--- src/arc_pkg.sv ---
// ----------------------------------------------------------------------------
// ARP resolver cache package
// Shared types and constants for the resolver cell chain and its sequencer.
// ----------------------------------------------------------------------------
`timescale 1ns / 1ps
`default_nettype none

package arc_pkg;

  localparam int unsigned IP_W   = 32;
  localparam int unsigned MAC_W  = 48;
  localparam int unsigned AGE_W  = 17;
  localparam int unsigned MS_W   = 16;

  // Most results one flush may produce.
  localparam int unsigned RESULT_LIMIT = 16;
  localparam int unsigned RES_CNT_W    = 5;

  localparam logic [MS_W-1:0]  HOLD_RESET = 16'd5000;
  localparam logic [MS_W-1:0]  LIFE_RESET = 16'd30000;
  localparam logic [MAC_W-1:0] MAC_BCAST  = 48'hFFFF_FFFF_FFFF;

  // Input item actions.
  localparam logic [1:0] ACT_SEND = 2'd0;
  localparam logic [1:0] ACT_RECV = 2'd1;
  localparam logic [1:0] ACT_TICK = 2'd2;

  // Frame types and ARP opcodes.
  localparam logic [1:0] FT_IPV4    = 2'd0;
  localparam logic [1:0] FT_ARP     = 2'd1;
  localparam logic [1:0] OP_REQUEST = 2'd1;
  localparam logic [1:0] OP_REPLY   = 2'd2;

  // Configuration register indexes.
  localparam logic [1:0] REG_OWN_MAC = 2'd0;
  localparam logic [1:0] REG_OWN_IP  = 2'd1;
  localparam logic [1:0] REG_HOLD    = 2'd2;
  localparam logic [1:0] REG_LIFE    = 2'd3;

  typedef enum logic [2:0] {
    KIND_IPV4    = 3'd0,
    KIND_ARP_REQ = 3'd1,
    KIND_ARP_REP = 3'd2,
    KIND_UP      = 3'd3,
    KIND_DROP    = 3'd4
  } arc_kind_e;

  typedef enum logic [2:0] {
    ST_IDLE,
    ST_DECODE,
    ST_SCAN,
    ST_POST,
    ST_FLUSH
  } arc_state_e;

  // Broadcast control shared by every entry cell of one table.
  typedef struct packed {
    logic              tick;
    logic [MS_W-1:0]   elapsed;
    logic [MS_W-1:0]   limit;
    logic [IP_W-1:0]   key;
    logic [MAC_W-1:0]  wdata;
  } arc_cell_ctrl_t;

endpackage

`default_nettype wire

--- src/arc_pend_cell.sv ---
// ----------------------------------------------------------------------------
// ARP resolver pending datagram cell
// One slot of the parked-datagram queue; shifts toward the head or loads.
// ----------------------------------------------------------------------------
`timescale 1ns / 1ps
`default_nettype none

module arc_pend_cell #(
  parameter int unsigned TW = 16
) (
  input  wire logic                       clk_i,
  input  wire logic                       shift_i,
  input  wire logic                       load_i,
  input  wire logic [arc_pkg::IP_W-1:0]   nb_ip_i,
  input  wire logic [TW-1:0]              nb_tag_i,
  input  wire logic [arc_pkg::IP_W-1:0]   ld_ip_i,
  input  wire logic [TW-1:0]              ld_tag_i,
  output logic [arc_pkg::IP_W-1:0]        ip_o,
  output logic [TW-1:0]                   tag_o
);

  logic [arc_pkg::IP_W-1:0] ip_q;
  logic [TW-1:0]            tag_q;

  // A load wins over the shift from the neighbor above.
  always_ff @(posedge clk_i) begin
    if (load_i) begin
      ip_q  <= ld_ip_i;
      tag_q <= ld_tag_i;
    end else if (shift_i) begin
      ip_q  <= nb_ip_i;
      tag_q <= nb_tag_i;
    end
  end

  assign ip_o  = ip_q;
  assign tag_o = tag_q;

endmodule

`default_nettype wire

--- config.mk ---
export PLATFORM = sky130hd
export DESIGN_NAME = arc_pend_cell
export DESIGN_NICKNAME = d
export VERILOG_FILES = /design/src/arc_pkg.sv /design/src/arc_pend_cell.sv
export SDC_FILE = /design/constraint.sdc
export NUM_CORES = 1
export LEC_CHECK = 0
export ABC_AREA = 1
export ABC_CLOCK_PERIOD_IN_PS = 3000
export BUFFER_PORTS_ARGS = -buffer_cell sky130_fd_sc_hd__buf_2
export CORE_ASPECT_RATIO = 1.75
export CORE_UTILIZATION = 41
export CTS_CLUSTER_DIAMETER = 60
export DETAILED_ROUTE_END_ITERATION = 6
export GPL_TIMING_DRIVEN = 0
export PLACE_DENSITY = 0.88
export SYNTH_ARGS = -nofsm -noshare
export SYNTH_HDL_FRONTEND = slang
export SYNTH_SLANG_ARGS = --single-unit
export TNS_END_PERCENT = 50
--- constraint.sdc ---
create_clock -name clk_i -period 3 [get_ports clk_i]
set_input_delay 0.6 -clock clk_i [delete_from_list [all_inputs] [get_ports clk_i]]
set_output_delay 0.6 -clock clk_i [all_outputs]
set_load 0.005 [all_outputs]
==> flow_summary_export.csv <==
group,metric,value,unit
status,status,"finished clean",
critical_path,worst_setup_path_start_kind,"input port",
critical_path,crit_chain,"buf_2, buf_6, or2_2, buf_12",
global_route,antenna_found_initial,0,
clock_network,ctsHtreeMaxLevel,2,
worst_hold_path,min_from,"nb_ip_i[6]",
routing,wl_per_cell,11.7,µm
die,ios,147,
global_route,grt_max_degree,43,
critical_path,cpMaxStageDelayCell,"or2_2",
global_route,grt_pass1_vias,1715,
place,portBuffers,145,
die,start_util,0.433,
routing,wl,4810,µm
sta,worst_slack,1.52,ns
critical_path,crit_path_max_incr_delay,0.40,ns
synthesis,avgSynthCellArea,10.1,µm²
final_layout,synthToLayoutAreaGrowth,42.8,%
final_layout,layout_common_cells,"buf_2 (151), nand2_1 (144), edfxtp_1 (48), clkbuf_8 (5), buf_6 (4)",
clock_network,postCtsHoldBufs,0,
worst_hold_path,holdPathStages,3,
critical_path,end_kind,"register",
synthesis,synth_nets,304,
clock_network,cts_resized,0,
final_layout,antennaDiodeCount,0,
routing,ant_nets,0,
routing,drc,0,
place,hpwlAfterDp,3720,µm
synthesis,synth_cell_types,7,
critical_path,cp.arrival,1.52,ns
synthesis,yosys_warnings,0,
final_layout,drive_above_1_share,0.461,
power,switching_power,0.000327,W
routing,drt-met1-wl,1780,µm
die,rows,33,
sta,fmax,674,MHz
critical_path,critPathTopFamily,"buffers and inverters",
clock_network,cts_tree,"built",
clock_network,cts_setup_buffers,0,
final_layout,final_common_cell,"buf_2",
die,die_h,96.1,µm
routing,wl_met3,355,µm
power,p_leak,1.60,nW
power,ir_drop,0.453,mV
clock_network,numClockSinks,48,
sta,rsz0062_at_grt,"no",
sta,finalHoldViolations,0,
power,seq_power_share,0.585,
sta,period_share,0.495,
die,core-area,4790,µm²
synthesis,synthCells,205,
sta,worstMarginPinSlew,0.232,ns
synthesis,ys_ff_latch,48,
routing,dr_wl_met2,2590,µm
sta,setup_viol,0,
synthesis,synth_top_area_cell,"edfxtp_1",
place,pre_cts_ws,1.21,ns
power,power.density,483,nW/µm²
routing,first_pass_iters,4,
sta,maxSlewHeadroom,0.845,
routing,drt_iter0_drc,51,
clock_network,clk_pin_slew,0.08,ns
routing,post_drt_via_cell_ratio,4.54,
worst_hold_path,min_to,"ip_o[6]$_DFFE_PP_",
synthesis,ys_seq_area_frac,0.695,
synthesis,synth_top_area_frac,0.695,
synthesis,synth_area,2070,µm²
final_layout,nNetsFinal,457,
sta,fin_crit,1.48,ns
power,power.internal,0.00110,W
power,power,0.00143,W
clock_network,cts_max_path_buffers,2,
power,p_sw_frac,0.229,
critical_path,crit_type,"in -> reg",
critical_path,cp_max_fo,42,
clock_network,cts_root_buf,"clkbuf_8",
sta,tns,0,ns
routing,top_layer,"met4",
place,globalplace.congestion,0.682,
power,power_frac_comb,0.168,
final_layout,fin_util,0.619,
job,drv_cap,0,
global_route,grt_usage,0.185,
sta,hold_ws,0.566,ns
sta,drv_slew,0,
clock_network,cts_made_buffers,5,
routing,via_count,1861,
critical_path,crit_required,3.04,ns
die,die_area,5360,µm²
global_route,grt_pass1_wl,7480,µm
power,pwr-share-clk,0.247,
synthesis,synth_area_leaders,"edfxtp_1 (69%), nand2_1 (26%), buf_6 (2.2%)",
critical_path,path_buf_inv,3,
die,die_w,55.8,µm
global_route,grt_overflow,0,
worst_hold_path,hold_class,"in -> reg",
==> worst max path at each step <==
| stage | startpoint | to | slack (ns) | cells past startpoint |
|---|---|---|---|---|
| floorplan | load_i | ip_o[0]$_DFFE_PP_ | 0.64 | 3 |
| global placement | load_i | ip_o[1]$_DFFE_PP_ | 0.19 | 3 |
| detailed placement | load_i | ip_o[6]$_DFFE_PP_ | 1.21 | 4 |
| CTS | load_i | ip_o[8]$_DFFE_PP_ | 1.53 | 4 |
| global route | load_i | ip_o[14]$_DFFE_PP_ | 1.49 | 4 |
| finish | load_i | ip_o[16]$_DFFE_PP_ | 1.52 | 4 |
==> logic make-up after synthesis <==
family        synth area share
flops                    0.695
buf+inv                 0.0416
simple gates             0.264
==> synth_stat cells <==
library cell  instances
or2_1                 1
edfxtp_1             48
buf_2                 6
buf_4                 1
nand2_1             144
inv_2                 1
buf_6                 4
==> registers in the layout, indices dropped and copies added, names as in the netlist <==
name	cells
ip_o	32
tag_o	16
==> through the flow <==
step / cell area, µm² / instances
CTS: 2960 / 410
global route: 2960 / 410
floorplan: 2070 / 205
global placement: 2870 / 402
detailed placement: 2890 / 403
finish: 2960 / 410
==> tightest hold or removal path, stage by stage <==
cell and delay [ns]:
buf_2 0.07, nand2_1 0.04, nand2_1 0.04
==> layer usage <==
layer  track usage  up-vias
met5             0        -
met4        0.0813        0
met3        0.0497        9
met2         0.343       96
met1         0.194      798
li1              -      958
==> power groups by stage <==
stage	combinational (W)	sequential, W	clock, W
6_report	0.000240	0.000837	0.000354
5_1_grt	0.000270	0.000845	0.000387
4_1_cts	0.000245	0.000838	0.000364
3_5_place_dp	0.000244	0.000853	0
3_3_place_gp	0.000234	0.000852	0
2_1_floorplan	0.0000752	0.000868	0
==> layout make-up <==
class	instances	area, µm²
fillers	432	1830
multi-input cells	145	547
repair buffers	146	746
plain buffers	11	82.6
well taps	52	65.1
flip-flops and latches	48	1440
clock buffers	6	72.6
inverters	1	3.75
clock inverters	1	5.00
Power figures use the tool's default switching activity.
