[src/arc_pkg.sv]
// ----------------------------------------------------------------------------
// ARP resolver cache package
// Shared types and constants for the resolver cell chain and its sequencer.
// ----------------------------------------------------------------------------
`timescale 1ns / 1ps
`default_nettype none

package arc_pkg;

  localparam int unsigned IP_W   = 32;
  localparam int unsigned MAC_W  = 48;
  localparam int unsigned AGE_W  = 17;
  localparam int unsigned MS_W   = 16;

  // Most results one flush may produce.
  localparam int unsigned RESULT_LIMIT = 16;
  localparam int unsigned RES_CNT_W    = 5;

  localparam logic [MS_W-1:0]  HOLD_RESET = 16'd5000;
  localparam logic [MS_W-1:0]  LIFE_RESET = 16'd30000;
  localparam logic [MAC_W-1:0] MAC_BCAST  = 48'hFFFF_FFFF_FFFF;

  // Input item actions.
  localparam logic [1:0] ACT_SEND = 2'd0;
  localparam logic [1:0] ACT_RECV = 2'd1;
  localparam logic [1:0] ACT_TICK = 2'd2;

  // Frame types and ARP opcodes.
  localparam logic [1:0] FT_IPV4    = 2'd0;
  localparam logic [1:0] FT_ARP     = 2'd1;
  localparam logic [1:0] OP_REQUEST = 2'd1;
  localparam logic [1:0] OP_REPLY   = 2'd2;

  // Configuration register indexes.
  localparam logic [1:0] REG_OWN_MAC = 2'd0;
  localparam logic [1:0] REG_OWN_IP  = 2'd1;
  localparam logic [1:0] REG_HOLD    = 2'd2;
  localparam logic [1:0] REG_LIFE    = 2'd3;

  typedef enum logic [2:0] {
    KIND_IPV4    = 3'd0,
    KIND_ARP_REQ = 3'd1,
    KIND_ARP_REP = 3'd2,
    KIND_UP      = 3'd3,
    KIND_DROP    = 3'd4
  } arc_kind_e;

  typedef enum logic [2:0] {
    ST_IDLE,
    ST_DECODE,
    ST_SCAN,
    ST_POST,
    ST_FLUSH
  } arc_state_e;

  // Broadcast control shared by every entry cell of one table.
  typedef struct packed {
    logic              tick;
    logic [MS_W-1:0]   elapsed;
    logic [MS_W-1:0]   limit;
    logic [IP_W-1:0]   key;
    logic [MAC_W-1:0]  wdata;
  } arc_cell_ctrl_t;

endpackage

`default_nettype wire

[src/arc_entry.sv]
// ----------------------------------------------------------------------------
// ARP resolver table entry cell
// One mapping or request entry: compares the lookup key, ages on ticks and
// expires itself once its age passes the limit.
// ----------------------------------------------------------------------------
`timescale 1ns / 1ps
`default_nettype none

module arc_entry (
  input  wire logic                         clk_i,
  input  wire logic                         rst_ni,
  input  wire arc_pkg::arc_cell_ctrl_t      ctrl_i,
  input  wire logic                         we_i,
  output logic                              valid_o,
  output logic [arc_pkg::AGE_W-1:0]         age_o,
  output logic [arc_pkg::MAC_W-1:0]         data_o,
  output logic                              match_o
);

  logic                       valid_q, valid_d;
  logic [arc_pkg::AGE_W-1:0]  age_q, age_d;
  logic [arc_pkg::IP_W-1:0]   ip_q;
  logic [arc_pkg::MAC_W-1:0]  data_q;
  logic [arc_pkg::AGE_W:0]    sum;
  logic [arc_pkg::AGE_W-1:0]  sat;

  // Saturating age update and expiry test.
  always_comb begin
    sum     = {1'b0, age_q} + {{(arc_pkg::AGE_W + 1 - arc_pkg::MS_W){1'b0}}, ctrl_i.elapsed};
    sat     = sum[arc_pkg::AGE_W] ? {arc_pkg::AGE_W{1'b1}} : sum[arc_pkg::AGE_W-1:0];
    valid_d = valid_q;
    age_d   = age_q;
    if (we_i) begin
      valid_d = 1'b1;
      age_d   = '0;
    end else if (ctrl_i.tick && valid_q) begin
      if (sat > {1'b0, ctrl_i.limit}) begin
        valid_d = 1'b0;
        age_d   = '0;
      end else begin
        age_d = sat;
      end
    end
  end

  always_ff @(posedge clk_i or negedge rst_ni) begin
    if (!rst_ni) begin
      valid_q <= 1'b0;
      age_q   <= '0;
    end else begin
      valid_q <= valid_d;
      age_q   <= age_d;
    end
  end

  // Address and data are only read behind the valid bit.
  always_ff @(posedge clk_i) begin
    if (we_i) begin
      ip_q   <= ctrl_i.key;
      data_q <= ctrl_i.wdata;
    end
  end

  assign valid_o = valid_q;
  assign age_o   = age_q;
  assign data_o  = data_q;
  assign match_o = valid_q && (ip_q == ctrl_i.key);

endmodule

`default_nettype wire

[config.mk]
export PLATFORM = sky130hd
export DESIGN_NAME = arc_entry
export DESIGN_NICKNAME = d
export VERILOG_FILES = /design/src/arc_pkg.sv /design/src/arc_entry.sv
export SDC_FILE = /design/constraint.sdc
export NUM_CORES = 1
export LEC_CHECK = 0
export BUFFER_PORTS_ARGS = -buffer_cell sky130_fd_sc_hd__buf_2
export CAP_MARGIN = 5
export CORE_ASPECT_RATIO = 1.4
export CORE_MARGIN = 3
export CORE_UTILIZATION = 44
export DETAILED_ROUTE_END_ITERATION = 8
export GPL_ROUTABILITY_DRIVEN = 0
export PLACE_DENSITY = 0.73
export REMOVE_ABC_BUFFERS = 1
export SLEW_MARGIN = 20
export SYNTH_ARGS = -nofsm -noshare
export SYNTH_HDL_FRONTEND = slang
export SYNTH_SLANG_ARGS = --single-unit
[constraint.sdc]
create_clock -name clk_i -period 4.17 [get_ports clk_i]
set_clock_uncertainty 0.15 [all_clocks]
set_input_delay 0.834 -clock clk_i [delete_from_list [all_inputs] [get_ports clk_i]]
set_output_delay 0.834 -clock clk_i [all_outputs]
set_load 0.05 [all_outputs]
==> results of run 1 <==
-- worst max-delay path, delay by kind of cell --
family	cells	cell delay, ns
xor gates and xnor gates	1	0.31
adders and majority gates	3	0.79
buffers and inverters	2	0.30
and+or+nand+nor	6	0.91
AOI/OAI and AO/OA	7	1.28
-- flip-flops by register name, indices dropped and copies added (netlist names) --
name     count
age_o       17
data_o      48
ip_q        32
valid_o      1
-- stage by stage --
step | cells | setup slack, ns | area [um^2] | power (mW)
2_1_floorplan | 364 | -0.2600 | 4684 | 2.587
3_3_place_gp | 750 | -0.4412 | 6291 | 3.424
3_5_place_dp | 750 | -0.6009 | 6291 | 3.488
4_1_cts | 768 | -0.03637 | 6631 | 4.381
5_1_grt | 771 | -0.3246 | 6879 | 4.924
6_report | 771 | -0.1404 | 6879 | 4.638
-- logic make-up (layout without fill, tap and decap cells) --
kind of cell    after synthesis  count (layout)  share of synthesized area
compound gates               68              68                    0.09915
buf+inv                      26             291                    0.02233
fa+ha+maj                    33              33                    0.08931
simple gates                 98              98                    0.09942
flops                        98              98                     0.6061
xor+xnor                     45              45                    0.08373
-- timing repair --
action	4_1_cts	5_1_grt
gates cloned	0	1
resized for setup	8	38
pin swaps	13	20
setup endpoints to repair	16	17
buffers inserted	2	2
-- layout make-up --
class | count | area, um^2
flip-flops and latches | 98 | 2853
repair buffers | 253 | 1499
clock inverters | 6 | 75.07
clock buffers | 10 | 229.0
multi-input cells | 244 | 1968
fillers | 772 | 3526
well taps | 138 | 172.7
inverters | 22 | 82.58
-- final timing paths --
path	endpoint	slack (ns)	cells past startpoint
min	age_o[12]$_DFFE_PN0P_	0.29	1
min reg2reg	age_o[10]$_DFFE_PN0P_	0.36	2
max reg2reg	age_o[6]$_DFFE_PN0P_	0.01	18
max	age_o[6]$_DFFE_PN0P_	-0.14	19
min in group clk_i	age_o[10]$_DFFE_PN0P_	0.36	2
max in group asynchronous	age_o[1]$_DFFE_PN0P_	3.28	1
-- power by group --
group | internal, mW | switching [mW]
Clock | 0.474 | 0.356
Sequential | 1.20 | 0.0947
Combinational | 1.08 | 1.43
-- cell usage in the layout, fill, tap and decap left out, drive strengths merged, types with 3 or more instances in the layout --
cell type / n
buf: 252
edfxtp: 80
nand2: 42
xnor2: 32
ha: 32
inv: 24
o21ai: 23
dfrtp: 18
a21oi: 16
nor2: 15
nand4: 13
xor2: 13
clkbuf: 11
nand3: 7
nor4: 5
nor3: 4
o21bai: 3
nor2b: 3
clkinvlp: 3
o2bb2ai: 3
a211oi: 3
-- routing by layer --
| layer | vias up | global-route usage |
|---|---|---|
| met1 | 1832 | 0.2263 |
| met3 | 14 | 0.04327 |
| met4 | 0 | 0.08197 |
| li1 | 1884 | - |
| met5 | - | 0 |
| met2 | 182 | 0.3530 |
==> results.toml, run 1 <==
[clocking]
cts_hold_buf = 0
path_clk_slew_ns = 0.07
cts_root_buf = "clkbuf_16"
clkLatencyLatePin_ns = 0.33
htree_levels = 3
cts_buffers = 9
cts_tree = "yes"
clock_sinks = 98
cts.path.max_buffers = 2

[hold_path]
hold_class = "input pin to async pin"

[drt]
wl_met3_um = 996
routed_wl_mm = 12.38
route.met2.wl_mm = 6.423
wl_met1_mm = 4.701
wl_per_cell_um = 16.05
top_layer = "met4"
first_iter_violations = 126
vias = 3912
drc = 0
ant_nets = 0
vias_per_cell = 5.074
drt-pass1-iter-count = 4

[setup_path]
crit_arrival_ns = 4.42
crit_fanout = 5
end_kind = "flip-flop"
cp-start-kind = "input pin"
crit_chain = "buf_6 > ha_4 > fa_2 > a21o_1 > a221oi_4 > nand2b_4 > nand2b_4 > o2bb2ai_1 > xnor2_1 > nand2_1 > ha_4 > nand2_1 > nor3_2 > o2bb2ai_2 > a31oi_4 > a2111oi_4 > nand2_2 > clkbuf_16 > o21ai_2"
crit_required_ns = 4.28
reg2reg_from = "age_o[0]$_DFFE_PN0P_"
slowest_delay_ns = 0.34
crit_slowest_cell = "fa_2"
critical_path_class = "input pin to flip-flop"
critical_path.startpoint = "ctrl_i[96]"

[run]
drv_cap = 0

[timing]
finalWorstSetupSlack_ns = -0.1404
final-setup-viol-count = 16
final_max_slew_viol_count = 0
finalHoldViolations = 0
finalHoldWorstSlack_ns = 0.2852
finalSetupTns_ns = -1.778
rsz0062_at_grt = "true"
fin_crit_ns = 4.310
tightest_slew_ns = 0.7394
slew_headroom = 0.5071
fmaxAchievable_mhz = 232.0
min_period_over_period = 1.034

[die]
dieArea_mm2 = 0.01199
die_w_um = 93.42
initial_utilization = 0.4524
coreArea_mm2 = 0.01041
dieHeight_um = 128.4
rows = 44
top_level_ports = 183

[synth]
netlist_instances = 368
synth_common_cells = "80 x edfxtp_1, 41 x nand2_1, 32 x ha_1, 32 x xnor2_1, 22 x inv_1"
synth_top_area_share = 0.5104
ys_types = 49
synth-seq-cells = 98
synth_area_mm2 = 0.004707
seq_area_frac_synth = 0.6061
syn_avg_cell_area_um2 = 12.79
yosysMostFrequentCell = "edfxtp_1"
synth_top_area_cell = "edfxtp_1"
synthFlopType = "edfxtp_1"
ys_warn_count = 0
netlist_top_cells_area = "edfxtp_1 51%, dfrtp_1 9.6%, ha_1 8.5%"
async_reset_ff_frac = 0.1837
synth-edff-count = 80

[outcome]
status = "finished, violations left"
failed_checks = "setup timing"

[layout]
syn2layout_area_growth_pct = 46.15
nets = 777
diodes = 0
layout-drive-gt1-share = 0.4897
fin_util = 0.6611

[power_and_ir_drop]
p_leak_nw = 3.145
peakVddDrop_uv = 494.5
p_per_area_mw_per_mm2 = 674.2

[grt]
grt_start_max_net_pins = 59
grt_overflow = 0
first_global_vias = 3941
grt_pass1_wl_mm = 18.36
grt_usage = 0.1973
antenna_found_initial = 0

[place]
hpwl_mm = 9.635
port_buffers = 182
No activity file was read; power rests on OpenSTA's default activity.
==> run 2, diff against run 1 <==
--- a/config.mk
+++ b/config.mk
@@ -5,11 +5,12 @@
 export SDC_FILE = /design/constraint.sdc
 export NUM_CORES = 1
 export LEC_CHECK = 0
+export ABC_AREA = 1
 export BUFFER_PORTS_ARGS = -buffer_cell sky130_fd_sc_hd__buf_2
 export CAP_MARGIN = 5
 export CORE_ASPECT_RATIO = 1.4
 export CORE_MARGIN = 3
-export CORE_UTILIZATION = 44
+export CORE_UTILIZATION = 45
 export DETAILED_ROUTE_END_ITERATION = 8
 export GPL_ROUTABILITY_DRIVEN = 0
 export PLACE_DENSITY = 0.73
==> results.toml, run 2 <==
[layout]
fin_util = 0.6013
final_common_cell = "buf_2"
layout.area.seq_mm2 = 0.002853
syn2layout_area_growth_pct = 29.22
fillers = 951
largest_reg_flops = 48
multi_input_area_mm2 = 0.001992
diodes = 0
layout-drive-gt1-share = 0.3841
post-route-cell-area_mm2 = 0.006601
nets = 834
layout_common_cells = "181 x buf_2, 103 x nand2_1, 80 x edfxtp_1, 59 x inv_1, 32 x ha_1"

[drt]
wl_per_cell_um = 15.13
routed_wl_mm = 12.57
first_iter_violations = 127
vias = 4208
vias_per_cell = 5.064
drc = 0
drt-pass1-iter-count = 4
ant_nets = 0

[setup_path]
slowest_delay_ns = 0.40
critical_path.startpoint = "ctrl_i[96]"
crit_required_ns = 4.28
worstRegToRegCells = 24
crit_arrival_ns = 3.94
path_common_cell = "nand2_1"
end_kind = "flip-flop"
crit_slowest_cell = "fa_1"
cp-start-kind = "input pin"
crit_fanout = 9
reg2reg_from = "age_o[0]$_DFFE_PN0P_"
critical_path_class = "input pin to flip-flop"

[timing]
finalSetupTns_ns = 0
min_period_over_period = 0.9193
final-setup-viol-count = 0
finalWorstSetupSlack_ns = 0.3365
tightest_slew_ns = 0.6628
slew_headroom = 0.5582
fmaxAchievable_mhz = 260.9
rsz0062_at_grt = "false"
final_max_slew_viol_count = 0
fin_crit_ns = 3.834
finalHoldViolations = 0

[synth]
synth_area_mm2 = 0.005109
synth_top_area_share = 0.4702
synth-edff-count = 80
netlist_instances = 482
seq_area_frac_synth = 0.5584
synth_top_area_cell = "edfxtp_1"
synthFlopType = "edfxtp_1"
synth-seq-cells = 98
ys_warn_count = 0
synth_common_cells = "103 x nand2_1, 80 x edfxtp_1, 59 x inv_1"
syn_avg_cell_area_um2 = 10.60
yosysMostFrequentCell = "nand2_1"
ys_types = 40
async_reset_ff_frac = 0.1837
netlist_top_cells_area = "edfxtp_1 47%, dfrtp_1 8.8%, ha_1 7.8%"

[outcome]
status = "finished, final reports clean"

[clocking]
post_cts.repair.setup_buffers = 0
cts_tree = "yes"
path_clk_slew_ns = 0.07
cts_root_buf = "clkbuf_16"
cts_buffers = 9
cts.path.max_buffers = 2
cts_hold_buf = 0
cts_resized = 0
htree_levels = 3
clock_sinks = 98
clkLatencyLatePin_ns = 0.34

[die]
dieHeight_um = 132.1
die_w_um = 96.05
rows = 45
dieArea_mm2 = 0.01269
initial_utilization = 0.4653
coreArea_mm2 = 0.01098
top_level_ports = 183

[grt]
grt_usage = 0.2069
grt_pass1_wl_mm = 20.25
first_global_vias = 4442
grt_overflow = 0
antenna_found_initial = 0
grt_start_max_net_pins = 54

[place]
port_buffers = 182
post-place-ws_ns = 0.005858
dpl-instance-area_mm2 = 0.006297
hpwl_mm = 10.36

[hold_path]
hold_class = "input pin to async pin"

[power_and_ir_drop]
p_leak_nw = 3.243
p_per_area_mw_per_mm2 = 596.3
peakVddDrop_uv = 327.9

[run]
drv_cap = 0
## run 2: cell types whose count changed after synthesis, sizes merged, moves of 4 or more
cell,previous run,this run
a21oi,16,20
or2,0,11
inv,22,62
xor2,13,8
nand4,13,8
o22ai,0,5
nor2,15,30
nand2,42,114
xnor2,32,7
nand3,7,26
o21ai,23,28
## run 2: stage by stage
step / std cells / power (mW) / hold slack [ns]
global route: 831 / 4.214 / 0.2692
detailed placement: 815 / 3.128 / 0.3580
floorplan: 478 / 2.600 / 0.3884
finish: 831 / 3.936 / 0.2574
global placement: 815 / 3.093 / 0.3503
CTS: 831 / 3.960 / 0.2604
## run 2: power by group
| part | total, mW | internal (mW) | switching [mW] |
|---|---|---|---|
| clock | 0.825 | 0.469 | 0.356 |
| combinational | 1.83 | 0.638 | 1.19 |
| sequential | 1.28 | 1.19 | 0.0856 |
## run 2: worst max-delay path: cells and delay by family
family | cells | cell delay [ns]
buf+inv | 3 | 0.30
simple gates | 14 | 1.17
xor+xnor | 1 | 0.14
compound gates | 4 | 0.57
fa+ha+maj | 3 | 0.91
## run 2: worst paths after layout
kind / to / slack, ns
worst max-delay path: age_o[0]$_DFFE_PN0P_ / 0.34
max in group asynchronous: age_o[8]$_DFFE_PN0P_ / 3.32
worst max register to register: age_o[0]$_DFFE_PN0P_ / 0.52
worst min register to register: age_o[15]$_DFFE_PN0P_ / 0.38
min in group clk_i: age_o[15]$_DFFE_PN0P_ / 0.38
worst min-delay path: age_o[1]$_DFFE_PN0P_ / 0.26
## run 2: area by class of cell
| type | instances | share of cell area |
|---|---|---|
| clock buffers | 9 | 0.03412 |
| multi-input cells | 318 | 0.3017 |
| clock inverters | 7 | 0.01194 |
| inverters | 62 | 0.03525 |
| repair buffers | 196 | 0.1581 |
| flip-flops and latches | 98 | 0.4321 |
| well taps | 141 | 0.02672 |
## run 2: metal layers
metal	track usage	vias up	part of all wire
li1	-	2070	-
met1	0.2142	1928	0.36
met2	0.3711	183	0.52
met3	0.06853	27	0.085
met4	0.08465	0	0.031
met5	0	-	0
## run 2: logic make-up (layout without fill, tap and decap cells)
kind of cell	after synthesis	count (layout)	share of synthesized area
and+or+nand+nor	198	198	0.1874
buffers and inverters	66	274	0.05168
xor gates and xnor gates	15	15	0.02572
adders and majority gates	33	33	0.08229
DFF	98	98	0.5584
AOI/OAI and AO/OA	72	72	0.09453
==> run 3, diff against run 2 <==
--- a/config.mk
+++ b/config.mk
@@ -7,9 +7,9 @@
 export LEC_CHECK = 0
 export ABC_AREA = 1
 export BUFFER_PORTS_ARGS = -buffer_cell sky130_fd_sc_hd__buf_2
-export CAP_MARGIN = 5
+export CAP_MARGIN = 0
 export CORE_ASPECT_RATIO = 1.4
-export CORE_MARGIN = 3
+export CORE_MARGIN = 5
 export CORE_UTILIZATION = 45
 export DETAILED_ROUTE_END_ITERATION = 8
 export GPL_ROUTABILITY_DRIVEN = 0
==> results.toml, run 3 (same netlist as run 2, synthesis figures left out) <==
[outcome]
status = "finished, final reports clean"

[setup_path]
end_kind = "flip-flop"
reg2reg_to = "age_o[6]$_DFFE_PN0P_"
reg2reg_from = "age_o[0]$_DFFE_PN0P_"
worstRegToRegCells = 24
crit_fanout = 9
crit_arrival_ns = 3.94
cp-start-kind = "input pin"
r2r_slack_ns = 0.52
critical_path_class = "input pin to flip-flop"
crit_required_ns = 4.29
critical_path.startpoint = "ctrl_i[96]"

[timing]
final-setup-viol-count = 0
rsz0062_at_grt = "false"
final_max_slew_viol_count = 0
fmaxAchievable_mhz = 261.8
finalHoldViolations = 0
finalSetupTns_ns = 0
slew_headroom = 0.4504
tightest_slew_ns = 0.8245
fin_crit_ns = 3.819
min_period_over_period = 0.9159

[layout]
nets = 839
final_common_cell = "buf_2"
layout_common_cells = "181 x buf_2, 103 x nand2_1, 80 x edfxtp_1, 59 x inv_1, 32 x ha_1"
layout-drive-gt1-share = 0.3899
diodes = 0
fillers = 963
final_cell_count_no_fill = 839
multi_input_area_mm2 = 0.001997
layout.area.seq_mm2 = 0.002853
fin_util = 0.5907
largest_reg_flops = 48
syn2layout_area_growth_pct = 29.78

[drt]
wl_per_cell_um = 15.74
first_iter_violations = 168
drc = 0
vias = 4257
routed_wl_mm = 13.21
drt-pass1-iter-count = 4
vias_per_cell = 5.074
ant_nets = 0

[die]
dieArea_mm2 = 0.01361
dieHeight_um = 136.1
rows = 46
initial_utilization = 0.4552
die_w_um = 100.1
coreArea_mm2 = 0.01122
top_level_ports = 183

[power_and_ir_drop]
power.internal_mw = 2.259
p_leak_nw = 3.268
seqPwrFrac = 0.324
peakVddDrop_uv = 326.9
p_total_mw = 3.938
clkPwrFrac = 0.199
pwr-share-comb = 0.476
sw_frac_of_total = 0.4264
p_per_area_mw_per_mm2 = 594.0
p_switching_mw = 1.679

[grt]
grt_usage = 0.1998
first_global_vias = 4599
antenna_found_initial = 1
grt_pass1_wl_mm = 21.13
grt_start_max_net_pins = 69
grt_overflow = 0

[clocking]
htree_levels = 3
clkLatencyLatePin_ns = 0.34
cts_tree = "yes"
cts_buffers = 9
cts_hold_buf = 0
clock_sinks = 98
cts_root_buf = "clkbuf_16"
path_clk_slew_ns = 0.07
cts.path.max_buffers = 2

[run]
drv_cap = 0

[place]
port_buffers = 182
place_inst = 823
hpwl_mm = 10.96

[hold_path]
hold_class = "input pin to async pin"
run 3: changes by cell type in the layout (fill, tap and decap cells not counted), sizes merged:
cell / change
bufinv: -1
inv: +2
clkinvlp: -1
buf: +5
run 3: repair_timing:
action	in CTS	in global routing
setup buffers	0	0
resized for setup	0	1
endpoints found under the setup margin	0	6
endpoints found under the hold margin	0	0
run 3: metal layers:
layer,up-vias,global-route usage,share of wire
li1,2076,-,-
met1,1960,0.1953,0.34
met2,181,0.3619,0.53
met3,38,0.08162,0.094
met4,2,0.09438,0.037
met5,-,0,0.00053
run 3: cell type report:
type                       instances  share of cell area
tap                              144             0.02717
clock inverter                     7            0.009247
timing repair buffer             201              0.1631
sequential                        98              0.4303
multi-input combinational        318              0.3012
clock buffer                       9             0.03397
inverter                          62             0.03510
run 3: through the flow:
step / instance area [um^2] / hold WS (ns) / setup WS, ns
after detailed placement: 6339 / 0.3470 / -0.05790
after global placement: 6339 / 0.3574 / 0.04180
after CTS: 6625 / 0.2736 / 0.2919
after global routing: 6630 / 0.2901 / 0.03082
final: 6630 / 0.2732 / 0.3508
after floorplan: 5077 / 0.3884 / 0.2129
run 3: power groups by stage:
stage          combinational, mW  sequential, mW  clock (mW)
2_1_floorplan              0.961            1.64           0
3_3_place_gp                1.82            1.29           0
3_5_place_dp                1.86            1.30           0
4_1_cts                     1.87            1.28       0.807
5_1_grt                     2.07            1.29       0.860
6_report                    1.88            1.28       0.784
run 3: how the worst max path moves through the flow:
| stage | to | cells past startpoint |
|---|---|---|
| detailed placement | age_o[6]$_DFFE_PN0P_ | 25 |
| floorplan | match_o | 4 |
| global placement | age_o[3]$_DFFE_PN0P_ | 25 |
| global route | age_o[6]$_DFFE_PN0P_ | 27 |
| finish | age_o[6]$_DFFE_PN0P_ | 25 |
| CTS | age_o[6]$_DFFE_PN0P_ | 25 |
run 3: worst max-delay path, cell delays in order:
cell	delay, ns
buf_2	0.10
ha_1	0.22
fa_1	0.38
nand2_1	0.09
inv_2	0.05
o21ai_2	0.12
nand2_2	0.10
nand3_1	0.08
nand2_1	0.08
xor2_1	0.15
or2_2	0.29
ha_1	0.30
a21oi_1	0.16
o21a_1	0.12
nand2_1	0.05
nand2_1	0.05
nand2_1	0.05
nand2_1	0.06
nand2_1	0.04
nand2_1	0.05
nand2_1	0.04
nand2_1	0.11
nand2_4	0.13
buf_12	0.17
o21ai_2	0.11
